## config.mk

```make
export PLATFORM = sky130hd
export DESIGN_NAME = frame_over_wallpaper_pixel_blend
export DESIGN_NICKNAME = d
export VERILOG_FILES = /design/src/rtl/fwpb_pkg.sv /design/src/rtl/fwpb_blend_lane.sv /design/src/rtl/frame_over_wallpaper_pixel_blend.sv
export VERILOG_INCLUDE_DIRS = /design/src /design/src/rtl
export SDC_FILE = /design/constraint.sdc
export NUM_CORES = 1
export LEC_CHECK = 0
export BUFFER_PORTS_ARGS = -buffer_cell sky130_fd_sc_hd__buf_2
export CAP_MARGIN = 20
export CORE_MARGIN = 4
export CORE_UTILIZATION = 50
export CTS_BUF_LIST = sky130_fd_sc_hd__clkbuf_8 sky130_fd_sc_hd__clkbuf_16
export DETAILED_ROUTE_END_ITERATION = 6
export PLACE_DENSITY_LB_ADDON = 0.08
export SYNTH_ARGS = -nofsm -noshare
export SYNTH_HDL_FRONTEND = slang
export SYNTH_SLANG_ARGS = --single-unit
```

## constraint.sdc

```tcl
create_clock -name clk -period 8.4 [get_ports clk]
set_input_delay 1.68 -clock clk [delete_from_list [all_inputs] [get_ports clk]]
set_output_delay 1.68 -clock clk [all_outputs]
set_load 0.005 [all_outputs]
```

## src/rtl/assert_macros.svh

```systemverilog
// assertion macros shared by the rtl
// needs a clock named clk and an active-low reset named arst_n in scope
`ifndef ASSERT_MACROS_SVH
`define ASSERT_MACROS_SVH

// property checked on every rising clk edge outside reset
`define FWPB_ASSERT(lbl, prop, msg) \
	lbl: assert property (@(posedge clk) disable iff (!arst_n) (prop)) else $error(msg);

// implication with a fixed delay in cycles
`define FWPB_ASSERT_DLY(lbl, ante, dly, cons, msg) \
	lbl: assert property (@(posedge clk) disable iff (!arst_n) (ante) |-> ##dly (cons)) \
		else $error(msg);

`endif

```

## src/rtl/fwpb_pkg.sv

```systemverilog
// shared constants and pixel functions for the frame over wallpaper blend
// no dependencies
`default_nettype none

package fwpb_pkg;

	localparam int FMT_W = 2;
	localparam logic [FMT_W-1:0] FMT_RGB565 = 2'd0;
	localparam logic [FMT_W-1:0] FMT_RGB555 = 2'd1;
	localparam logic [FMT_W-1:0] FMT_BGRA32 = 2'd2;
	localparam int FMT_WIDE_BIT = 1;

	localparam int CH_W = 8;
	localparam int PROD_W = 2 * CH_W;
	localparam int WORD_W = 32;
	localparam logic [CH_W-1:0] ALPHA_FULL = 8'hFF;
	localparam logic [PROD_W-1:0] ROUND_BIAS = 16'd127;
	// x / 255 == (x * 32897) >> 23 for any 16-bit x
	localparam logic [PROD_W-1:0] RECIP_255 = 16'd32897;
	localparam int RECIP_SHIFT = 23;

	// x * 255 / 31 == 8x + floor(7x / 31)
	function automatic logic [CH_W-1:0] expand5(input logic [4:0] x);
		logic [2:0] k;
		k = {2'b0, x >= 5'd5} + {2'b0, x >= 5'd9} + {2'b0, x >= 5'd14}
			+ {2'b0, x >= 5'd18} + {2'b0, x >= 5'd23} + {2'b0, x >= 5'd27}
			+ {2'b0, x >= 5'd31};
		return {x, 3'b000} + {5'b0, k};
	endfunction

	// x * 255 / 63 == 4x + floor(x / 21)
	function automatic logic [CH_W-1:0] expand6(input logic [5:0] x);
		logic [1:0] k;
		k = {1'b0, x >= 6'd21} + {1'b0, x >= 6'd42} + {1'b0, x == 6'd63};
		return {x, 2'b00} + {6'b0, k};
	endfunction

	function automatic logic [WORD_W-1:0] pack_rgb(
		input logic [FMT_W-1:0] fmt,
		input logic [CH_W-1:0] r,
		input logic [CH_W-1:0] g,
		input logic [CH_W-1:0] b
	);
		logic [WORD_W-1:0] w;
		if (fmt[FMT_WIDE_BIT]) begin
			w = {ALPHA_FULL, r, g, b};
		end else if (fmt == FMT_RGB555) begin
			w = {17'b0, r[7:3], g[7:3], b[7:3]};
		end else begin
			w = {16'b0, r[7:3], g[7:2], b[7:3]};
		end
		return w;
	endfunction

endpackage

`default_nettype wire

```

## src/rtl/fwpb_blend_lane.sv

```systemverilog
// one color channel of the alpha blend, (f*a + d*(255-a) + 127) / 255
// products in the first stage, bias and divide by reciprocal in the second; uses fwpb_pkg
`default_nettype none

module fwpb_blend_lane (
	input  wire logic                   clk,
	input  wire logic [fwpb_pkg::CH_W-1:0] fore,
	input  wire logic [fwpb_pkg::CH_W-1:0] back,
	input  wire logic [fwpb_pkg::CH_W-1:0] alpha,
	output logic      [fwpb_pkg::CH_W-1:0] mixed
);
	import fwpb_pkg::*;

	logic [PROD_W-1:0] prod_f_s2;
	logic [PROD_W-1:0] prod_d_s2;
	logic [PROD_W-1:0] sum;
	logic [2*PROD_W-1:0] scaled;
	logic [CH_W-1:0] mixed_s3;

	// max sum is 255*255 + 127, fits in 16 bits
	assign sum = prod_f_s2 + prod_d_s2 + ROUND_BIAS;
	assign scaled = sum * RECIP_255;

	always_ff @(posedge clk) begin
		prod_f_s2 <= fore * alpha;
		prod_d_s2 <= back * (ALPHA_FULL - alpha);
		mixed_s3 <= scaled[RECIP_SHIFT +: CH_W];
	end

	assign mixed = mixed_s3;

endmodule

`default_nettype wire

```

## src/rtl/frame_over_wallpaper_pixel_blend.sv

```systemverilog
// frame over wallpaper pixel blend: one pixel taken per clock, busy stays low
// a pixel accepted at an edge passes through the stage 1 registers, the lane product and
// divide registers and the word register, and done is strobed together with its pixel word
// four register stages: expand, multiply, divide by 255, pack
// reset clears the stage valid bits and sets the pixel format to rgb565
// the receiver cannot stall, so no item is ever held back; uses fwpb_pkg and fwpb_blend_lane
`default_nettype none
`include "assert_macros.svh"

module frame_over_wallpaper_pixel_blend (
	input  wire logic                        clk,
	input  wire logic                        arst_n,
	input  wire logic                        cfg_wr_en,
	input  wire logic [fwpb_pkg::FMT_W-1:0]  cfg_wr_data,
	input  wire logic                        start,
	output logic                             busy,
	input  wire logic [fwpb_pkg::CH_W-1:0]   back_red,
	input  wire logic [fwpb_pkg::CH_W-1:0]   back_green,
	input  wire logic [fwpb_pkg::CH_W-1:0]   back_blue,
	input  wire logic                        frame_covers,
	input  wire logic [fwpb_pkg::CH_W-1:0]   frame_red,
	input  wire logic [fwpb_pkg::CH_W-1:0]   frame_green,
	input  wire logic [fwpb_pkg::CH_W-1:0]   frame_blue,
	input  wire logic [fwpb_pkg::CH_W-1:0]   frame_alpha,
	output logic                             done,
	output logic [fwpb_pkg::WORD_W-1:0]      pixel_word
);
	import fwpb_pkg::*;

	logic [FMT_W-1:0] fmt_q;

	logic [CH_W-1:0] dst_r, dst_g, dst_b;

	logic vld_s1, vld_s2, vld_s3;
	logic [FMT_W-1:0] fmt_s1, fmt_s2, fmt_s3;
	logic [CH_W-1:0] fr_s1, fg_s1, fb_s1;
	logic [CH_W-1:0] dr_s1, dg_s1, db_s1;
	logic [CH_W-1:0] a_s1;
	logic [CH_W-1:0] mr, mg, mb;

	logic done_q;
	logic [WORD_W-1:0] word_q;

	assign busy = 1'b0;

	// packed wallpaper expanded back to 8 bits; exact in 32-bit mode
	always_comb begin
		if (fmt_q[FMT_WIDE_BIT]) begin
			dst_r = back_red;
			dst_g = back_green;
			dst_b = back_blue;
		end else if (fmt_q == FMT_RGB555) begin
			dst_r = expand5(back_red[7:3]);
			dst_g = expand5(back_green[7:3]);
			dst_b = expand5(back_blue[7:3]);
		end else begin
			dst_r = expand5(back_red[7:3]);
			dst_g = expand6(back_green[7:2]);
			dst_b = expand5(back_blue[7:3]);
		end
	end

	always_ff @(posedge clk or negedge arst_n) begin
		if (!arst_n) begin
			fmt_q <= FMT_RGB565;
			vld_s1 <= 1'b0;
			vld_s2 <= 1'b0;
			vld_s3 <= 1'b0;
			done_q <= 1'b0;
		end else begin
			if (cfg_wr_en) begin
				fmt_q <= cfg_wr_data;
			end
			vld_s1 <= start && !busy;
			vld_s2 <= vld_s1;
			vld_s3 <= vld_s2;
			done_q <= vld_s3;
		end
	end

	// alpha 0 or no frame blends to the wallpaper, alpha 255 to the frame color
	always_ff @(posedge clk) begin
		fmt_s1 <= fmt_q;
		fr_s1 <= frame_red;
		fg_s1 <= frame_green;
		fb_s1 <= frame_blue;
		dr_s1 <= dst_r;
		dg_s1 <= dst_g;
		db_s1 <= dst_b;
		a_s1 <= frame_covers ? frame_alpha : '0;
		fmt_s2 <= fmt_s1;
		fmt_s3 <= fmt_s2;
		word_q <= pack_rgb(fmt_s3, mr, mg, mb);
	end

	fwpb_blend_lane u_lane_r (.clk(clk), .fore(fr_s1), .back(dr_s1), .alpha(a_s1), .mixed(mr));
	fwpb_blend_lane u_lane_g (.clk(clk), .fore(fg_s1), .back(dg_s1), .alpha(a_s1), .mixed(mg));
	fwpb_blend_lane u_lane_b (.clk(clk), .fore(fb_s1), .back(db_s1), .alpha(a_s1), .mixed(mb));

	assign done = done_q;
	assign pixel_word = word_q;

	`FWPB_ASSERT_DLY(a_item_done, start && !busy, 4, done, "accepted item not delivered")
	`FWPB_ASSERT_DLY(a_no_extra, !(start && !busy), 4, !done, "result without an accepted item")
	`FWPB_ASSERT(a_word_form, !done || !(|pixel_word[31:16]) || &pixel_word[31:24], "bad word")

endmodule

`default_nettype wire

```

==> flow_results.org, run 1 <==
** Floorplan
- For this configuration, the core starts out at a cell density of 50.6%.
- In this run the core area contains 80 standard-cell rows.
- The die covers 52000 sq um.
- Vertical extent of the die :: 228 microns
- I/O pin cnt :: 97
- DIE WIDTH :: 228 microns
- Core Region :: 47800 sq um

** Timing
- Setup total negative slack on the finished layout was measured at 0 ns.
- Setup violations remaining at the end of the flow were counted as 0.
- Final Hold Fails :: 0
- Post-route fraction of the period consumed by the critical path :: 74.7%
- The worst path in the final design needs a cycle of 6.28 ns, including I/O delays and setup.
- For this run, the top clock speed supported by timing is 159 MHz.
- Count of final max-slew check failures :: 0
- In this run the tightest slew margin relative to its limit is 27.7%.
- Setup repair after global routing left no endpoint under its margin.
- Worst-Margin Slew :: 1.08 ns
- Clk_skew :: 0.0107 ns

** Logic synthesis
- For this run, the number of Yosys warnings is 0.
- Counting flops with an async set or reset pin after synthesis yields a share of 2.82%.
- Ys flop type :: sky130_fd_sc_hd__dfxtp_1
- Share of Yosys cell area claimed by the top area cell type :: 24.2%
- After synthesis, the mean cell area works out to 9.29 sq um.
- Synthesis produced a netlist whose cell count is 2607.
- Sequential elements use 17.7% of the synthesized area.
- Top area cells in the synthesized netlist :: sky130_fd_sc_hd__ha_1 24%, sky130_fd_sc_hd__fa_1 19%, sky130_fd_sc_hd__dfxtp_1 17%
- Distinct cells, synth :: 84
- The number of nets handed over by synthesis was 3371.
- Most area-hungry cell type in the Yosys netlist :: sky130_fd_sc_hd__ha_1
- Number of flops mapped to enable cells by yosys :: 0
- Synth Cell Area :: 24200 sq um
- Number of flip-flops and latches in the synthesized netlist :: 213

** Clocking
- CTS placed an instance of sky130_fd_sc_hd__clkbuf_16 at the clock tree root.
- In this run, post-CTS hold repair placed 0 buffers.
- Clock tree synthesis found a total of 213 sinks.
- CTS tree :: yes
- Clock-pin transition on the worst setup and hold timing paths :: 0.06 ns
- For the worst-skew pair, the clock arrives at the later sink with an insertion delay of 0.56 ns.
- The clock passes through at most 3 buffers.
- Post-cts resize count :: 0
- The number of setup buffers added after CTS is 0.
- Number of H-tree branching levels :: 1
- The number of clock buffers added by TritonCTS is 27.

** Critical path
- In this design, the stage delay of the slowest critical-path cell is 0.43 ns.
- Peak fanout along the critical path :: 5
- Slowest CP cell :: sky130_fd_sc_hd__fa_1
- The critical path is of the register to register type.
- The cell family contributing the most delay on the critical path is compound AO/OA/AOI/OAI gates.
- Kind of launch point of the worst setup path :: register
- The worst register-to-register path has a depth of 27.
- Critical path's most frequent cell :: sky130_fd_sc_hd__ha_1
- The worst register-to-register path has a setup slack of 2.12 ns.
- Worst path required time :: 8.82 ns
- Arrival time at the worst endpoint :: 6.69 ns
- Counting both buffers and inverters, the worst setup path holds a total of 2.
- Logic depth of the worst path, buffers included :: 27
- The worst setup path is captured at a register.

** Global routing
- Pin count of the biggest net entering global routing :: 49
- Number of antenna violations at the first check in global routing :: 2
- The total overflow left after global routing is 0.
- The first global-routing pass estimated 84700 microns of wire.
- Global routing used 19.3% of the available tracks.
- Vias in the first global route :: 17400

** Placement
- DP HPWL :: 39600 microns
- Routability-driven placement finished with a final weighted congestion of 0.858.
- During placement, the flow inserted port buffers numbering 95.
- Once placement completed, the tool counted placed cells totaling 3267.

** Hold path
- Hold path depth :: 0
- The min-delay analysis places its worst path in the category register to register.

** Routing
- After the first detailed-routing iteration, the DRC count stood at 699.
- Topmost layer with routed signal wires :: met5
- Remaining routing DRC violations :: 0
- Via count of the routed design :: 16800
- Post-DR wirelength/cell :: 14.7 microns
- Antenna-violating nets left :: 0
- Vias per std cell :: 5.07
- Detailed-routed wire length on met3 :: 2040 microns
- Total wire length after detailed routing :: 48700 microns
- Sum of met2 wire segment lengths after detailed routing :: 20700 microns
- For this block, wires on met1 add up to 25100 microns.
- Router iterations before antenna repair :: 5

** Cells and area
- In the final layout, the share of cells above drive strength 1 is 7.40%.
- Number of fill cells in the layout :: 4400
- Layout area overhead :: 8.80%
- Number of standard cells in the layout, taps in and fillers out :: 3319
- For this run, the post-layout net count is 3447.

** Run status
- Status :: completed

** Job
- Count of max-cap constraint violations :: 0
==> metrics by stage <==
stage | hold WS (ns) | cell area [sq um] | util (%) | worst slack [ns]
floorplan | 0.310 | 24200 | - | 2.65
global placement | 0.315 | 25300 | 52.8 | 2.28
detailed placement | 0.312 | 25300 | 52.8 | 2.14
CTS | 0.326 | 26300 | 55.0 | 2.13
global route | 0.335 | 26300 | 55.1 | 1.61
finish | 0.326 | 26300 | 55.1 | 2.12
==> synthesized netlist by cell type (all sizes together), types with 4 or more instances <==
library cell	count
fa	232
o21bai	10
clkbuf	47
nor3b	4
buf	11
a211oi	7
inv	458
mux2i	13
dfrtp	6
o31a	6
mux2	14
xor2	44
and2	128
a21boi	13
nor2b	119
dfxtp	207
nand2b	102
xnor2	106
o2111ai	6
o41ai	5
or3	12
o31ai	5
nor2	92
a41oi	4
and3	12
a41o	4
o21a	19
a31o	5
or2	5
o21ai	64
o211ai	4
nor3	28
a21o	30
nand3	19
nand4	8
nand2	171
ha	469
a21oi	65
a31oi	13
==> worst register-to-register path: stages, from the launching register on <==
cell                       delay [ns]
sky130_fd_sc_hd__dfxtp_1         0.31
sky130_fd_sc_hd__inv_1           0.04
sky130_fd_sc_hd__ha_1            0.26
sky130_fd_sc_hd__inv_1           0.04
sky130_fd_sc_hd__ha_1            0.23
sky130_fd_sc_hd__fa_1            0.43
sky130_fd_sc_hd__a211o_1         0.32
sky130_fd_sc_hd__a21boi_2        0.21
sky130_fd_sc_hd__o311ai_1        0.13
sky130_fd_sc_hd__a31o_2          0.27
sky130_fd_sc_hd__a21oi_2         0.19
sky130_fd_sc_hd__o21ai_0         0.10
sky130_fd_sc_hd__a21oi_1         0.18
sky130_fd_sc_hd__xnor2_1         0.34
sky130_fd_sc_hd__xnor2_1         0.17
sky130_fd_sc_hd__ha_1            0.32
sky130_fd_sc_hd__ha_1            0.30
sky130_fd_sc_hd__ha_1            0.29
sky130_fd_sc_hd__ha_1            0.33
sky130_fd_sc_hd__a21oi_1         0.14
sky130_fd_sc_hd__nor2b_1         0.08
sky130_fd_sc_hd__or3_1           0.31
sky130_fd_sc_hd__a221oi_1        0.29
sky130_fd_sc_hd__o31ai_1         0.15
sky130_fd_sc_hd__a21oi_1         0.28
sky130_fd_sc_hd__nor3b_1         0.11
sky130_fd_sc_hd__and2_1          0.20
sky130_fd_sc_hd__xnor2_1         0.12
==> state kept, by name (all words and copies together) (netlist names), 2 cells and up <==
name                flops
u_lane_g.prod_d_s2     16
a_s1                    8
u_lane_g.prod_f_s2     16
fg_s1                   8
u_lane_r.mixed          8
dr_s1                   8
u_lane_r.prod_f_s2     16
fmt_s2                  2
fmt_s1                  2
db_s1                   8
u_lane_g.mixed          8
fr_s1                   8
u_lane_b.prod_f_s2     16
u_lane_b.mixed          8
fmt_q                   2
dg_s1                   8
u_lane_r.prod_d_s2     16
pixel_word             25
u_lane_b.prod_d_s2     16
fmt_s3                  2
fb_s1                   8
==> placed cells by master, fill, tap and decap left out, types with 6 or more instances in the layout <==
| master | synthesis | final |
|---|---|---|
| sky130_fd_sc_hd__ha_1 | 469 | 469 |
| sky130_fd_sc_hd__inv_1 | 458 | 460 |
| sky130_fd_sc_hd__fa_1 | 232 | 232 |
| sky130_fd_sc_hd__dfxtp_1 | 207 | 206 |
| sky130_fd_sc_hd__nand2_1 | 171 | 171 |
| sky130_fd_sc_hd__and2_1 | 128 | 128 |
| sky130_fd_sc_hd__nor2b_1 | 118 | 118 |
| sky130_fd_sc_hd__nand2b_1 | 102 | 102 |
| sky130_fd_sc_hd__xnor2_1 | 102 | 102 |
| sky130_fd_sc_hd__buf_2 | 0 | 95 |
| sky130_fd_sc_hd__nor2_1 | 92 | 92 |
| sky130_fd_sc_hd__a21oi_1 | 63 | 63 |
| sky130_fd_sc_hd__o21ai_0 | 61 | 61 |
| sky130_fd_sc_hd__xor2_1 | 44 | 44 |
| sky130_fd_sc_hd__a21o_1 | 29 | 29 |
| sky130_fd_sc_hd__nor3_1 | 28 | 28 |
| sky130_fd_sc_hd__clkbuf_16 | 0 | 27 |
| sky130_fd_sc_hd__o21a_1 | 19 | 19 |
| sky130_fd_sc_hd__nand3_1 | 19 | 19 |
| sky130_fd_sc_hd__mux2_2 | 14 | 14 |
| sky130_fd_sc_hd__mux2i_1 | 13 | 13 |
| sky130_fd_sc_hd__or3_1 | 12 | 12 |
| sky130_fd_sc_hd__a31oi_1 | 12 | 12 |
| sky130_fd_sc_hd__a21boi_0 | 12 | 12 |
| sky130_fd_sc_hd__o21bai_1 | 10 | 10 |
| sky130_fd_sc_hd__and3_1 | 9 | 9 |
| sky130_fd_sc_hd__nand4_1 | 8 | 8 |
| sky130_fd_sc_hd__buf_4 | 8 | 8 |
| sky130_fd_sc_hd__a211oi_1 | 7 | 7 |
| sky130_fd_sc_hd__clkbuf_8 | 0 | 7 |
| sky130_fd_sc_hd__bufinv_16 | 0 | 7 |
| sky130_fd_sc_hd__o31a_1 | 6 | 6 |
| sky130_fd_sc_hd__o2111ai_1 | 6 | 6 |
| sky130_fd_sc_hd__dfrtp_1 | 6 | 6 |
==> routing by layer <==
layer  GRT usage (%)  vias up
met5               0        -
met4            4.17        2
met3            2.72       54
met2            30.1      235
met1            28.5     8019
li1                -     8522
==> cell families after synthesis <==
group,Yosys count,synth area share (%)
muxes,27,1.19
buffers and inverters,516,8.13
AOI/OAI and AO/OA,282,8.10
and+or+nand+nor,716,15.8
other,1,0.0155
DFF,213,17.7
adders and majority gates,702,43.5
xor gates and xnor gates,150,5.60
==> path summary, 6_finish.rpt <==
check	from	endpoint
worst max register to register	u_lane_b.prod_f_s2[1]	u_lane_b.mixed[7]
worst max-delay path	u_lane_b.prod_f_s2[1]	u_lane_b.mixed[7]
max in group asynchronous	arst_n	vld_s3
min in group asynchronous	arst_n	vld_s1
worst min register to register	fmt_s2[1]	fmt_s3[1]
worst min-delay path	fmt_s2[1]	fmt_s3[1]
==> cell type report <==
| class | instances | area, sq um | area share (%) |
|---|---|---|---|
| clock buffers | 34 | 772 | 2.93 |
| inverters | 458 | 1720 | 6.52 |
| diodes | 1 | 2.50 | 0.00950 |
| flip-flops and latches | 213 | 4300 | 16.3 |
| well taps | 615 | 769 | 2.92 |
| clock inverters | 15 | 258 | 0.978 |
| repair buffers | 105 | 578 | 2.19 |
| multi-input cells | 1878 | 18000 | 68.1 |
Power of run 1 is not shown: default switching activity piles up to over one toggle a cycle in this logic, so the estimate is an artifact.
==> run 2: changes to the inputs <==
ABC_AREA = 1   (was not set)
clock period = 6.3 ns   (was 8.4 ns; I/O delays follow)
==> flow_results.org, run 2 <==
** Critical path
- The worst setup path is captured at a register.
- The buffer and inverter count on the worst path was 6 (+4).
- The cell that appears most often on the critical path is sky130_fd_sc_hd__nand2_1.
- The largest individual stage delay along the critical path comes from the cell sky130_fd_sc_hd__fa_1.
- Worst path required time :: 6.75 ns (-2.07 ns)
- Logic depth of the worst path, buffers included :: 31 (+15%)
- Arrival time at the worst endpoint :: 5.56 ns (-1.13 ns)
- Among cell families on the critical path, the largest total delay comes from adder cells.
- The top fanout value on the critical path was 6 (+1).
- STA classifies the critical path startpoint as a register.
- The critical path in this run is classified as register to register.
- Length in cells of the worst reg-to-reg path :: 31 (+15%)
- CP max stage delay :: 0.40 ns (-0.03 ns)

** Floorplan
- The overall die area came to 53900 sq um (+3.6%).
- The core outline area was 49300 sq um (+2.9%).
- I/O pin cnt :: 97 (unchanged)
- Number of cell rows :: 81 (+1.3%)
- DIE WIDTH :: 232 microns (+1.8%)
- The vertical die dimension was 232 microns (+1.8%).
- Starting Density :: 51.0% (+0.37 points)

** Logic synthesis
- The number of warnings printed during yosys synthesis came to 0 (unchanged).
- Most common library cells after synthesis :: 708 x sky130_fd_sc_hd__inv_1, 657 x sky130_fd_sc_hd__nand2_1, 469 x sky130_fd_sc_hd__ha_1
- Synthesized area per cell :: 7.81 sq um (-16%)
- The total of flip-flops plus latches after synthesis is 213 (unchanged).
- The post-synthesis cell area is 25100 sq um (+3.7%).
- FFs w/ async S/R, synth :: 2.82% (unchanged)
- The post-synthesis sequential area ratio came to 17.1% (-0.63 points).
- In the synthesized netlist the dominant register cell turns out to be sky130_fd_sc_hd__dfxtp_1.
- Top area cells in the synthesized netlist :: sky130_fd_sc_hd__ha_1 23%, sky130_fd_sc_hd__fa_1 18%, sky130_fd_sc_hd__dfxtp_1 17%
- In the post-synthesis netlist, the cell with the most instances is sky130_fd_sc_hd__inv_1.
- The area share of the leading cell type in the synthesized netlist is 23.4% (-0.87 points).
- Number of flops mapped to enable cells by yosys :: 0 (unchanged)
- The number of distinct library cells after synthesis is 53 (-37%).
- Synthesized net count :: 3981 (+18%)
- The instance count of the mapped netlist is 3217 (+23%).
- Of all cell types, the one taking the most synthesized area is sky130_fd_sc_hd__ha_1.

** Placement
- Cell area after placement :: 26200 sq um (+3.5%)
- The detailed placement HPWL is 46800 microns (+18%).
- The number of placed cells counting well taps was 3909 (+20%).
- The number of buffer cells added on primary ports is 95 (unchanged).
- Final weighted congestion in routability-driven placement :: 0.901 (+5.0%)

** Routing
- The number of antenna-violating nets in the routed design was 0 (unchanged).
- 1st-iter DRT viols :: 943 (+35%)
- The total vias in the final route is 19700 (+17%).
- The sum of routed wire length over all layers came to 56100 microns (+15%).
- Vias per std cell :: 4.96 (-2.1%)
- The routed wire length per instance is 14.2 microns (-3.4%).
- The total DRC errors in the routed layout came to 0 (unchanged).
- The number of optimization iterations in the first detailed-route pass was 6 (+1).

** Run status
- The flow ran to the end, and the final reports show no timing, DRC or antenna violations.

** Timing
- The setup total negative slack is 0 ns (unchanged).
- The part of the cycle the worst path needs is 81.1% (+6.4 points).
- Count of final max-slew check failures :: 0 (unchanged)
- Number of setup violations in the final report :: 0 (unchanged)
- The worst slew margin relative to its limit came to 39.4% (+12 points).
- Final Hold Fails :: 0 (unchanged)
- The transition at the pin with the smallest max-transition slack was 0.908 ns (-0.176 ns).
- Final Hold Slack :: 0.325 ns (-0.000384 ns)
- Max Freq :: 196 MHz (+23%)
- Crit path time final :: 5.11 ns (-1.17 ns)
- Setup repair after global routing left no endpoint under its margin.
- Clk_skew :: 0.0213 ns (+0.0106 ns)

** Cells and area
- Area occupied by multi-input gates :: 17800 sq um (-0.84%)
- Layout area overhead :: 8.18%
- The top cell types in the final layout, fill and taps aside, are 713 x sky130_fd_sc_hd__inv_1, 657 x sky130_fd_sc_hd__nand2_1, 469 x sky130_fd_sc_hd__ha_1.
- Sequential Area :: 4300 sq um (unchanged)
- Number of antenna cells inserted :: 0 (-1)
- Leading cell type in the layout, fill and taps excluded :: sky130_fd_sc_hd__inv_1
- Number of flip-flops in the largest register :: 25 (unchanged)
- The non-filler instance count after layout was 3961 (+19%).
- The final design area excluding fillers came to 27200 sq um (+3.1%).
- The share of cells above drive strength 1 was 6.37% (-1.0 points).
- The fill cell total of the finished layout is 4695 (+6.7%).
- Final net count :: 4039 (+17%)

** Global routing
- Wire length of the first global-routing pass :: 95300 microns (+12%)
- The residual overflow from global routing was 0 (unchanged).
- The number of global-route vias before repair came to 19700 (+13%).
- Number of antenna violations at the first check in global routing :: 2 (unchanged)
- The global-route usage over all layers is 21.3% (+2.0 points).
- The maximum number of pins on one net before global-route repair came to 40 (-18%).

** Hold path
- The min-delay analysis places its worst path in the category register to register.
- The hold path depth is 0 (unchanged).

** Clocking
- Clock-pin transition on the worst setup and hold timing paths :: 0.06 ns (about the same)
- CTS tree :: yes
- Post-cts resize count :: 0 (unchanged)
- TritonCTS buffer count :: 28 (+3.7%)
- The total number of H-tree levels was 1 (unchanged).
- Library cell used as clock root buffer :: sky130_fd_sc_hd__clkbuf_16
- The quantity of hold-fixing buffers added after cts was 0 (unchanged).
- Clock latency at the later pin of the worst-skew pair :: 0.57 ns (about the same)
- The number of buffers on the longest clock path came to 3 (unchanged).
- Number of buffers added for setup after CTS :: 0 (unchanged)
- The number of clock sinks seen by CTS was 213 (unchanged).

** Job
- The max capacitance violation total is 0 (unchanged).
-- run 2: worst register-to-register path, delay by kind of cell (launching register included) --
family / cells / cell delay (ns)
and+or+nand+nor: 15 / 1.34
AOI/OAI and AO/OA: 1 / 0.33
adders and majority gates: 7 / 2.12
buffers and inverters: 6 / 0.49
xor gates and xnor gates: 2 / 0.41
DFF: 1 / 0.32
-- run 2: cell families after synthesis --
| kind of cell | Yosys count | synth area share (%) |
|---|---|---|
| other cells | 1 | 0.0149 |
| simple gates | 1071 | 17.6 |
| buf+inv | 792 | 12.0 |
| fa+ha+maj | 701 | 41.9 |
| xor+xnor | 127 | 4.52 |
| compound gates | 312 | 6.94 |
| flops | 213 | 17.1 |
-- run 2: cell type report --
cell class,count,area share (%)
Tap cell,664,3.06
Inverter,715,9.88
Multi-Input combinational cell,2212,65.5
Clock buffer,31,2.77
Clock inverter,21,0.921
Timing Repair Buffer,105,2.03
Sequential cell,213,15.8
-- run 2: worst paths after layout --
check	start	to	slack, ns
max	u_lane_g.prod_d_s2[1]	u_lane_g.mixed[7]	1.19
min	fmt_s2[1]	fmt_s3[1]	0.33
max reg2reg	u_lane_g.prod_d_s2[1]	u_lane_g.mixed[7]	1.19
min reg2reg	fmt_s2[1]	fmt_s3[1]	0.33
max in group asynchronous	arst_n	vld_s2	5.63
min in group asynchronous	arst_n	fmt_q[1]	0.52
-- run 2: routing by layer --
metal  vias up  wire [microns]  track usage [%]
met2       415           25000             34.9
li1      10000               -                -
met1      9137           27400             30.6
met5         -               0                0
met4         0            1350             4.69
met3        83            2400             2.32
-- run 2: stage by stage --
step	util, %	worst slack, ns
floorplan	-	1.76
global placement	53.1	1.31
detailed placement	53.1	1.27
CTS	55.2	1.24
global route	55.2	0.789
finish	55.2	1.19
Power of run 2 is left out for the same reason.
==> run 3: changes to the inputs <==
ABC_AREA = 0   (was 1)
clock period = 4.6 ns   (was 6.3 ns; I/O delays follow)
==> flow_results.org, run 3 (synthesis results as in run 1) <==
** Run status
- The flow ran to the end, but the final reports show violations.
- The checks that failed: negative setup slack.

** Critical path
- The kind of cell with the highest combined delay along the critical path is adder cells.
- STA classifies the critical path startpoint as a register.
- The critical path depth in cells was 26 (-16%).
- Worst path required time :: 5.05 ns (-1.70 ns)
- Slowest CP cell :: sky130_fd_sc_hd__fa_2
- The critical path is of the register to register type.
- The top fanout value on the critical path is 3 (-3).
- Arrival time at the worst endpoint :: 5.78 ns (+0.22 ns)
- Length in cells of the worst reg-to-reg path :: 26 (-16%)
- The highest cell delay on the worst timing path is 0.36 ns (-0.04 ns).
- Worst Setup End Kind :: register
- The buffer and inverter count on the worst path came to 2 (-4).

** Timing
- The part of the cycle the worst path needs came to 116% (+35 points).
- The transition at the pin with the smallest max-transition slack was 0.623 ns (-0.285 ns).
- Number of setup violations in the final report :: 24 (+24)
- The number of failing hold endpoints at the final stage came to 0 (unchanged).
- The achievable frequency is 188 MHz (-4.1%).
- Slew margin rel. :: 58.2% (+19 points)
- Final setup margin :: -0.729 ns (-1.92 ns)
- The tightest hold margin was 0.168 ns (-0.157 ns).
- The clock skew after layout was 0.0249 ns (+0.00360 ns).
- Setup repair after global routing could not meet its margin everywhere.
- The minimum clock period came to 5.33 ns (+0.220 ns).
- Count of final max-slew check failures :: 0 (unchanged)

** Clocking
- Number of hold buffers added after cts :: 0 (unchanged)
- TritonCTS buffer count :: 27 (-3.6%)
- # clock sinks :: 213 (unchanged)
- Clock-pin transition on the worst setup and hold timing paths :: 0.06 ns (about the same)
- CTS tree :: yes
- The number of buffers on the longest clock path came to 3 (unchanged).
- Library cell used as clock root buffer :: sky130_fd_sc_hd__clkbuf_16
- Number of H-tree branching levels :: 1 (unchanged)
- The clock latency on the worst-skew pair came to 0.57 ns (about the same).

** Global routing
- The initial antenna violation count came to 0 (-2).
- Overflow after GRT :: 0 (unchanged)
- The maximum number of pins on one net before global-route repair is 37 (-7.5%).
- The first-pass GRT wire length was 90600 microns (-5.0%).
- Vias in the first global route :: 18900 (-3.9%)
- The global-route usage over all layers was 20.8% (-0.51 points).

** Cells and area
- The count of nets after finishing came to 3771 (-6.6%).
- Layout area overhead :: 27.2%
- Non-Filler Cell Area, Final :: 30800 sq um (+13%)
- Ratio of cells with drive above 1 in the final layout :: 26.0% (+20 points)
- Number of flip-flops in the largest register :: 25 (unchanged)
- The library cell used most frequently in the layout, excluding fill and tap cells, is sky130_fd_sc_hd__inv_1.
- Number of standard cells in the layout, taps in and fillers out :: 3643 (-8.0%)
- The top cell types in the final layout, fill and taps aside, are 432 x sky130_fd_sc_hd__inv_1, 384 x sky130_fd_sc_hd__ha_1, 297 x sky130_fd_sc_hd__buf_4.

** Routing
- Vias per std cell :: 5.04 (+1.6%)
- Post-DR wirelength/cell :: 15.5 microns (+9.6%)
- The sum of routed wire length over all layers is 56600 microns (+0.80%).
- The total vias in the final route is 18400 (-6.6%).
- Router iterations before antenna repair :: 5 (-1)
- Remaining routing DRC violations :: 0 (unchanged)
- The initial DRC count was 760 (-19%).
- The number of antenna-violating nets in the routed design came to 0 (unchanged).

** Placement
- The detailed placement HPWL was 44100 microns (-5.7%).
- The number of buffer cells added on primary ports came to 95 (unchanged).
- Pre-CTS worst setup slack :: -1.06 ns (-2.33 ns)
- The number of placed cells counting well taps is 3551 (-9.2%).
- The placed cell area came to 28100 sq um (+7.2%).
- Final weighted congestion in routability-driven placement :: 0.861 (-4.5%)

** Floorplan
- DIE AREA :: 52000 sq um (-3.5%)
- The vertical die dimension came to 228 microns (-1.7%).
- The core outline area was 47800 sq um (-2.9%).
- The standard-cell row count was 80 (-1.2%).
- Starting Density :: 50.6% (-0.37 points)
- The number of top-level design ports was 97 (unchanged).
- The chip width was 228 microns (-1.7%).

** Hold path
- The worst hold path belongs to the class primary input to asynchronous set/reset pin.

** Job
- The max capacitance violation total is 0 (unchanged).
-- run 3: final cells by class --
class | instances | area [sq um]
multi-input combinational | 1878 | 19800
fill | 3950 | 17000
sequential | 213 | 4340
timing repair buffer | 429 | 3320
inverter | 458 | 1720
tap | 615 | 769
clock buffer | 29 | 703
clock inverter | 19 | 184
antenna | 2 | 5.00
-- run 3: what timing repair did --
action	4_1_cts	5_1_grt
setup buffers	15	24
gates cloned	2	6
gates resized for setup	111	175
pin swaps	82	142
endpoints found under the setup margin	36	44
-- run 3: path summary, 6_finish.rpt --
kind / from / endpoint / slack [ns]
worst max-delay path: u_lane_b.prod_d_s2[1] / u_lane_b.mixed[7] / -0.73
worst min-delay path: arst_n / vld_s1 / 0.17
worst max register to register: u_lane_b.prod_d_s2[1] / u_lane_b.mixed[7] / -0.73
worst min register to register: fmt_s2[1] / fmt_s3[1] / 0.33
max in group asynchronous: arst_n / vld_s2 / 4.29
min in group clk: fmt_s2[1] / fmt_s3[1] / 0.33
-- run 3: through the flow --
step                      setup TNS (ns)  utilization [%]
after floorplan                    -7.91                -
after global placement            -13.39             58.6
after detailed placement          -15.60             58.6
after CTS                          -9.94             62.0
after global routing              -15.36             64.4
final                             -10.10             64.4
-- run 3: metal layers --
metal / track usage [%] / share of wire [%] / vias to the layer above
met3: 2.38 / 4.2 / 71
met2: 34.6 / 46 / 337
li1: - / - / 9190
met4: 5.22 / 2.2 / 0
met1: 29.0 / 47 / 8775
met5: 0 / 0 / -
Power of run 3 is left out for the same reason.
